## src/hdl/bmcs_pkg.sv

```systemverilog
// Types and constants of the bus master command sequencer.
package bmcs_pkg;

  localparam int QUEUE_DEPTH  = 16;
  localparam int LOG_DEPTH    = 16;
  localparam int PAYLOAD_BITS = 32;

  localparam int QPTR_W = (QUEUE_DEPTH > 1) ? $clog2(QUEUE_DEPTH) : 1;
  localparam int LIDX_W = (LOG_DEPTH > 1) ? $clog2(LOG_DEPTH) : 1;
  localparam int LCNT_W = $clog2(LOG_DEPTH + 1);
  localparam int ENTRY_W = 5 + PAYLOAD_BITS;

  localparam int PADDR_W = 3;
  localparam int PDATA_W = 32;
  localparam int ADDR_SEL_BIT = 2;

  localparam logic REG_TIMEOUT_LIMIT = 1'b0;
  localparam logic REG_TIMEOUT_CODE  = 1'b1;

  localparam logic [15:0] TIMEOUT_LIMIT_RST = 16'd500;
  localparam logic [7:0]  TIMEOUT_CODE_RST  = 8'd1;

  typedef enum logic [1:0] {
    KIND_PUSH = 2'd0,
    KIND_TICK = 2'd1,
    KIND_POLL = 2'd2
  } kind_t;

  typedef enum logic [1:0] {
    ST_PENDING = 2'd0,
    ST_OK      = 2'd1,
    ST_FAIL    = 2'd2
  } status_t;

  typedef enum logic [2:0] {
    PH_REINIT  = 3'd0,
    PH_FETCH   = 3'd1,
    PH_EXEC    = 3'd2,
    PH_TIMEOUT = 3'd3,
    PH_SAVE    = 3'd4,
    PH_FINISH  = 3'd5
  } phase_t;

  typedef enum logic [1:0] {
    CTL_IDLE,
    CTL_READ,
    CTL_DATA
  } ctl_t;

  typedef struct packed {
    logic [1:0]              kind;
    logic [4:0]              command_function;
    logic [PAYLOAD_BITS-1:0] command_payload;
    logic [1:0]              exec_status;
    logic [7:0]              error_number;
    logic [3:0]              log_index;
  } cmd_t;

  typedef struct packed {
    logic                    step_done;
    logic [2:0]              phase;
    logic [4:0]              active_function;
    logic [PAYLOAD_BITS-1:0] active_payload;
    logic [1:0]              link_status;
    logic [4:0]              error_count;
    logic [7:0]              log_entry;
    logic                    queue_empty;
  } rsp_t;

  typedef struct packed {
    logic [4:0]              func;
    logic [PAYLOAD_BITS-1:0] payload;
  } entry_t;

endpackage

```

## src/hdl/bmcs_ram.sv

```systemverilog
// Generic single-write, single-read RAM with registered read data.
module bmcs_ram #(
  parameter int WIDTH = 8,
  parameter int DEPTH = 16,
  parameter int AW    = (DEPTH > 1) ? $clog2(DEPTH) : 1
) (
  input  logic             clk,
  input  logic             we,
  input  logic [AW-1:0]    waddr,
  input  logic [WIDTH-1:0] wdata,
  input  logic [AW-1:0]    raddr,
  output logic [WIDTH-1:0] rdata
);

  logic [WIDTH-1:0] mem [DEPTH];

  always_ff @(posedge clk) begin
    if (we) begin
      mem[waddr] <= wdata;
    end
    rdata <= mem[raddr];
  end

endmodule

```

## src/hdl/bus_master_command_sequencer.sv

```systemverilog
// Top level of the bus master command sequencer: command ring, sequencer, error log.
//
//  channel | dir | handshake               | beat
//  cmd     | in  | cmd_valid / cmd_stall   | cmd_t: push, tick or poll
//  rsp     | out | rsp_valid / rsp_stall   | rsp_t: state after the item
//  apb     | in  | psel/penable/pready     | timeout_limit @0, timeout_code @4
//
// An item runs in order: the accept edge updates pointers and writes the command
// and log RAMs, the CTL_READ cycle reads both RAMs (active slot, log index), and
// CTL_DATA loads the result register once no stalled result is held. The registered
// RAM read, issued only after the accept-edge write has landed, sets this order.
// Reset clears 16 store valid bits at once; no clearing pass.
// A stalled result holds; the next item is accepted while it waits.
module bus_master_command_sequencer (
  input  logic                             clk,
  input  logic                             rst,
  input  logic                             cmd_valid,
  output logic                             cmd_stall,
  input  bmcs_pkg::cmd_t                   cmd,
  output logic                             rsp_valid,
  input  logic                             rsp_stall,
  output bmcs_pkg::rsp_t                   rsp,
  input  logic                             psel,
  input  logic                             penable,
  input  logic                             pwrite,
  input  logic [bmcs_pkg::PADDR_W-1:0]     paddr,
  input  logic [bmcs_pkg::PDATA_W-1:0]     pwdata,
  output logic [bmcs_pkg::PDATA_W-1:0]     prdata,
  output logic                             pready
);
  import bmcs_pkg::*;

  ctl_t              ctl, ctl_next;
  logic [QPTR_W-1:0] wp, wp_next;
  logic [QPTR_W-1:0] rp, rp_next;
  logic [QPTR_W-1:0] act, act_next;
  phase_t            phase, phase_next;
  logic [15:0]       tick, tick_next;
  logic [LCNT_W-1:0] lcnt, lcnt_next;
  status_t           status, status_next;
  logic [QUEUE_DEPTH-1:0] qvalid, qvalid_next;
  logic              done, done_next;
  logic [3:0]        idx;
  logic [15:0]       timeout_limit;
  logic [7:0]        timeout_code;

  logic              accept;
  logic              store_we;
  entry_t            store_wdata;
  entry_t            store_rdata;
  logic              log_we;
  logic [7:0]        log_wdata;
  logic [7:0]        log_rdata;
  logic              load_rsp;
  status_t           poll_status;
  rsp_t              rsp_next;

  assign accept    = cmd_valid && !cmd_stall;
  assign cmd_stall = (ctl != CTL_IDLE);
  assign pready    = 1'b1;
  assign load_rsp  = (ctl == CTL_DATA) && (!rsp_valid || !rsp_stall);

  assign store_wdata.func    = cmd.command_function;
  assign store_wdata.payload = cmd.command_payload;

  bmcs_ram #(.WIDTH(ENTRY_W), .DEPTH(QUEUE_DEPTH)) u_store (
    .clk   (clk),
    .we    (store_we),
    .waddr (wp),
    .wdata (store_wdata),
    .raddr (act),
    .rdata (store_rdata)
  );

  bmcs_ram #(.WIDTH(8), .DEPTH(LOG_DEPTH)) u_log (
    .clk   (clk),
    .we    (log_we),
    .waddr (LIDX_W'(lcnt)),
    .wdata (log_wdata),
    .raddr (LIDX_W'(idx)),
    .rdata (log_rdata)
  );

  always_ff @(posedge clk) begin
    if (rst) begin
      timeout_limit <= TIMEOUT_LIMIT_RST;
      timeout_code  <= TIMEOUT_CODE_RST;
    end else if (psel && penable && pwrite && pready) begin
      if (paddr[ADDR_SEL_BIT] == REG_TIMEOUT_LIMIT) begin
        timeout_limit <= pwdata[15:0];
      end else begin
        timeout_code <= pwdata[7:0];
      end
    end
  end

  assign prdata = (paddr[ADDR_SEL_BIT] == REG_TIMEOUT_CODE) ?
                  {{(PDATA_W-8){1'b0}}, timeout_code} :
                  {{(PDATA_W-16){1'b0}}, timeout_limit};

  assign poll_status = (cmd.exec_status == ST_OK)   ? ST_OK :
                       (cmd.exec_status == ST_FAIL) ? ST_FAIL : ST_PENDING;

  always_comb begin
    wp_next     = wp;
    rp_next     = rp;
    act_next    = act;
    phase_next  = phase;
    tick_next   = tick;
    lcnt_next   = lcnt;
    status_next = status;
    qvalid_next = qvalid;
    done_next   = done;
    store_we    = 1'b0;
    log_we      = 1'b0;
    log_wdata   = cmd.error_number;
    if (accept) begin
      done_next = 1'b0;
      case (cmd.kind)
        KIND_PUSH: begin
          store_we        = 1'b1;
          qvalid_next[wp] = 1'b1;
          wp_next = (int'(wp) == QUEUE_DEPTH - 1) ? '0 : wp + 1'b1;
        end
        KIND_TICK: begin
          if (tick != '1) begin
            tick_next = tick + 16'd1;
          end
        end
        KIND_POLL: begin
          case (phase)
            PH_REINIT: begin
              qvalid_next = '0;
              wp_next     = '0;
              rp_next     = '0;
              lcnt_next   = '0;
              phase_next  = PH_FETCH;
              tick_next   = '0;
            end
            PH_FETCH: begin
              if (rp != wp) begin
                act_next   = rp;
                rp_next    = (int'(rp) == QUEUE_DEPTH - 1) ? '0 : rp + 1'b1;
                phase_next = PH_EXEC;
              end
              tick_next = '0;
            end
            PH_EXEC: begin
              status_next = poll_status;
              if (poll_status == ST_OK) begin
                phase_next = PH_FINISH;
              end
              if (poll_status == ST_FAIL) begin
                phase_next = PH_SAVE;
              end
              if (tick > timeout_limit) begin
                phase_next = PH_TIMEOUT;
              end
            end
            PH_TIMEOUT: begin
              status_next = ST_FAIL;
              log_wdata   = timeout_code;
              if (int'(lcnt) < LOG_DEPTH) begin
                log_we    = 1'b1;
                lcnt_next = lcnt + 1'b1;
              end
              phase_next = PH_REINIT;
            end
            PH_SAVE: begin
              if (int'(lcnt) < LOG_DEPTH) begin
                log_we    = 1'b1;
                lcnt_next = lcnt + 1'b1;
              end
              phase_next = PH_FETCH;
              done_next  = 1'b1;
            end
            PH_FINISH: begin
              phase_next = PH_FETCH;
              done_next  = 1'b1;
            end
            default: ;
          endcase
        end
        default: ;
      endcase
    end
  end

  always_comb begin
    ctl_next = ctl;
    case (ctl)
      CTL_IDLE: if (accept) ctl_next = CTL_READ;
      CTL_READ: ctl_next = CTL_DATA;
      CTL_DATA: if (load_rsp) ctl_next = CTL_IDLE;
      default:  ctl_next = CTL_IDLE;
    endcase
  end

  always_comb begin
    rsp_next.step_done       = done;
    rsp_next.phase           = phase;
    rsp_next.active_function = qvalid[act] ? store_rdata.func : '0;
    rsp_next.active_payload  = qvalid[act] ? store_rdata.payload : '0;
    rsp_next.link_status     = status;
    rsp_next.error_count     = 5'(lcnt);
    rsp_next.log_entry       = (int'(idx) < int'(lcnt) && int'(idx) < LOG_DEPTH) ?
                               log_rdata : 8'd0;
    rsp_next.queue_empty     = (rp == wp);
  end

  always_ff @(posedge clk) begin
    if (rst) begin
      ctl       <= CTL_IDLE;
      wp        <= '0;
      rp        <= '0;
      act       <= '0;
      phase     <= PH_REINIT;
      tick      <= '0;
      lcnt      <= '0;
      status    <= ST_PENDING;
      qvalid    <= '0;
      done      <= 1'b0;
      rsp_valid <= 1'b0;
    end else begin
      ctl    <= ctl_next;
      wp     <= wp_next;
      rp     <= rp_next;
      act    <= act_next;
      phase  <= phase_next;
      tick   <= tick_next;
      lcnt   <= lcnt_next;
      status <= status_next;
      qvalid <= qvalid_next;
      done   <= done_next;
      if (load_rsp) begin
        rsp_valid <= 1'b1;
      end else if (!rsp_stall) begin
        rsp_valid <= 1'b0;
      end
    end
  end

  always_ff @(posedge clk) begin
    if (accept) begin
      idx <= cmd.log_index;
    end
    if (load_rsp) begin
      rsp <= rsp_next;
    end
  end

endmodule

```

## config.mk

```make
export PLATFORM = sky130hd
export DESIGN_NAME = bus_master_command_sequencer
export DESIGN_NICKNAME = d
export VERILOG_FILES = /design/src/hdl/bmcs_pkg.sv /design/src/hdl/bmcs_ram.sv /design/src/hdl/bus_master_command_sequencer.sv
export SDC_FILE = /design/constraint.sdc
export NUM_CORES = 1
export LEC_CHECK = 0
export BUFFER_PORTS_ARGS = -buffer_cell sky130_fd_sc_hd__buf_2
export CORE_UTILIZATION = 50
export DETAILED_ROUTE_END_ITERATION = 10
export GPL_TIMING_DRIVEN = 1
export PLACE_DENSITY = 0.73
export SLEW_MARGIN = 20
export SYNTH_ARGS = -nofsm -noshare
export SYNTH_HDL_FRONTEND = slang
export SYNTH_HIERARCHICAL = 1
export SYNTH_SLANG_ARGS = --single-unit
```

## constraint.sdc

```tcl
create_clock -name clk -period 5.3 [get_ports clk]
set_input_delay 0.795 -clock clk [delete_from_list [all_inputs] [get_ports clk]]
set_output_delay 0.795 -clock clk [all_outputs]
set_load 0.02 [all_outputs]
```

==> qor.txt <==
Post-Syn Instances = 1855
GRT Total Usage = 20.46%
First-pass GRT wire length = 108200 µm
Clock Pin Slew Worst Setup and Hold Paths = 0.06 ns
Die area = 0.07063 mm²
Hold depth = 1
Vias in the first global route = 18320
Antenna Violating Nets Remaining = 0
IO Pins = 187
# fillers = 5004
Pre-CTS setup slack = 1.103 ns
Max-Slew Margin vs Limit = 21.90%
Clock latency on the worst-skew pair = 0.65 ns
R2r setup slk = 1.58 ns
CTS tree = done
IO Port Bufs = 151
Remaining global-route overflow = 0
Main synth FF type = edfxtp_1
Layout cells sized above 1 = 25.50%
Routed wire length = 71690 µm
Fmax achieved = 268.9 MHz
Core Box Area = 0.06871 mm²
Initial core utilization = 50.63%
Post-synthesis async set-or-reset flop share = 0%
Number of synthesized flops with an enable pin = 781
Tightest Pin Transition = 1.171 ns
Final nets = 2165
Area growth syn-to-layout = 14.43%
Run status = finished, final reports clean
Vias = 17770
Fin crit period = 3.718 ns
Worst Skew = 0.05036 ns
Largest net degree at the start of global routing = 114
Reg2reg path depth = 5
P per Cell Area = 370.6 mW/mm²
Gpl congestion = 0.8467
Tcrit/Tclk final = 70.16%
Root buffer cell = clkbuf_16
CP max FO = 24
Initial antenna violation count = 7
Cts-stage hold buffer count = 0
Crit. End Element = register
Drt drc = 0
FP Rows = 96
Arrival @ worst endpoint = 3.99 ns
Width of the die = 265.8 µm
Syn Area/Cell = 18.75 µm²
Crit path kind = reg -> reg
Final Max Slew Viols = 0
Post-synthesis cell type count = 66
Setup bufs post-CTS = 0
CTS sink cnt = 908
CTS Buf Count = 90
P_leak = 12.96 nW
Post-Syn Area = 0.03478 mm²
Max_cap viols = 0
Cell Count Post-Placement = 2880
Die Y = 265.8 µm
Ys Warns = 6
Number of synthesized register bits = 908
DR iter-0 viols = 1672
Setup ws final = 1.582 ns
Core Util, Final = 57.94%
Sequential area share after synthesis = 74.73%
RSZ-0062 raised after global routing = no
Non-Filler Instances = 3051
H-tree Lvls = 3
CP required = 5.57 ns
Drt wl/cell = 23.50 µm
Startpoint Class = register
Max clock buf depth = 3
Via count normalized by instance count = 5.824
Setup-failing EPs final = 0
Setup TNS = 0 ns
Final hold vios = 0
HP Class = in -> reg
Dpl hpwl = 41050 µm
First-pass DRT Iterations = 5
VDD IR max = 295.9 µV
PostCTS Resize Cnt = 0
## layout make-up
type,instances,area (µm²),area share [%]
Antenna cell,2,5.005,0.01257
Clock buffer,127,2532,6.362
Clock inverter,42,586.8,1.474
Inverter,30,125.1,0.3143
Multi-Input combinational cell,828,8293,20.83
Sequential cell,908,26000,65.32
Tap cell,931,1165,2.926
Timing Repair Buffer,183,1096,2.754
## where the power goes
group	total (mW)	internal, mW	switching [mW]
combinational	0.375	0.116	0.258
clock	6.56	3.87	2.69
sequential	7.82	7.80	0.0233
## registers in the layout, indices dropped and copies added (netlist names)
signal         count
u_store/mem      592
u_log/mem        128
rsp               57
u_store/rdata     37
qvalid            16
tick              16
timeout_limit     16
timeout_code       8
u_log/rdata        8
lcnt               5
act                4
idx                4
rp                 4
wp                 4
phase              3
ctl                2
status             2
done               1
rsp_valid          1
## critical path, stage by stage, from the launching register on
cell	delay [ns]
dfxtp_1	0.32
or3b_1	0.63
nor3_1	0.77
or3b_2	0.63
nor2_4	0.48
buf_4	0.49
## cell usage after synthesis, drive strengths merged, types with 3 or more instances
master	number	area [µm²]
and2	42	262.8
nor3	13	70.07
or4	11	82.58
mux2i	7	70.07
o211ai	6	45.04
edfxtp	781	23450
nand2b	11	68.82
a211o	6	52.55
nand4	10	62.56
clkdlybuf4s25	3	30.03
or3	10	62.56
nor4	3	25.02
clkbuf	39	146.4
a31oi	17	106.4
o21a	3	22.52
o21ai	18	90.08
nor2	87	326.6
nor2b	8	50.05
nand3b	8	60.06
dfxtp	127	2542
nand2	113	431.7
mux4	185	4219
inv	29	108.9
and4	3	26.28
mux2	9	101.4
a21oi	49	245.2
buf	62	420.4
a22oi	91	683.2
a21o	5	37.54
o31ai	3	22.52
a21boi	8	60.06
nand3	15	75.07
or3b	3	26.28
xor2	7	61.31
and3	4	25.02
ha	29	362.9
a211oi	4	30.03
## placed cells by master (no fill, tap or decap), types with 9 or more instances in the layout
master	synthesis	final
a21oi_1	49	48
a22oi_1	91	91
a31oi_1	17	17
and2_1	42	41
buf_2	9	151
buf_4	25	24
bufinv_16	0	10
clkbuf_1	39	24
clkbuf_16	0	91
clkbuf_8	0	12
clkinv_2	0	13
conb_1	2	17
dfxtp_1	127	125
edfxtp_1	781	781
ha_1	29	29
inv_1	29	29
mux2_2	9	9
mux4_1	14	14
mux4_2	171	171
nand2_1	112	112
nand2b_1	11	11
nand3_1	15	15
nand4_1	10	10
nor2_1	87	74
nor2_4	0	13
o21ai_0	17	17
or3_1	10	10
or4_1	11	11
## path summary, 6_finish.rpt
path                   from           endpoint
setup reg to reg     ctl[0]  u_store/mem[1][2]
hold reg to reg   status[1]            rsp[15]
hold / removal       cmd[1]             idx[1]
setup / recovery     ctl[0]  u_store/mem[1][2]
## per-stage QoR
stage | total power [mW] | hold WS [ns] | area, µm²
after global routing | 15.17 | 0.2970 | 39800
after global placement | 8.333 | 0.4177 | 36660
after floorplan | 8.191 | 0.4081 | 34840
final | 14.75 | 0.3265 | 39810
after detailed placement | 8.351 | 0.4216 | 36670
after CTS | 14.88 | 0.2879 | 39790
## metal layers
layer / track usage [%] / vias up / routed length, µm
met1: 26.43 / 9204 / 28530
met5: 0 / - / 50
li1: - / 7795 / -
met3: 3.697 / 142 / 4568
met4: 7.456 / 8 / 1993
met2: 34.78 / 621 / 36550
## cells by family after synthesis
group,synth area share (%)
flip-flops,74.73
other,0.02159
AND/OR/NAND/NOR,5.018
adder cells (fa/ha/maj),1.043
multiplexers,12.62
AO/OA/AOI/OAI,4.262
buffers and inverters,2.075
XOR/XNOR,0.2266
(Power assumes the default switching activity.)
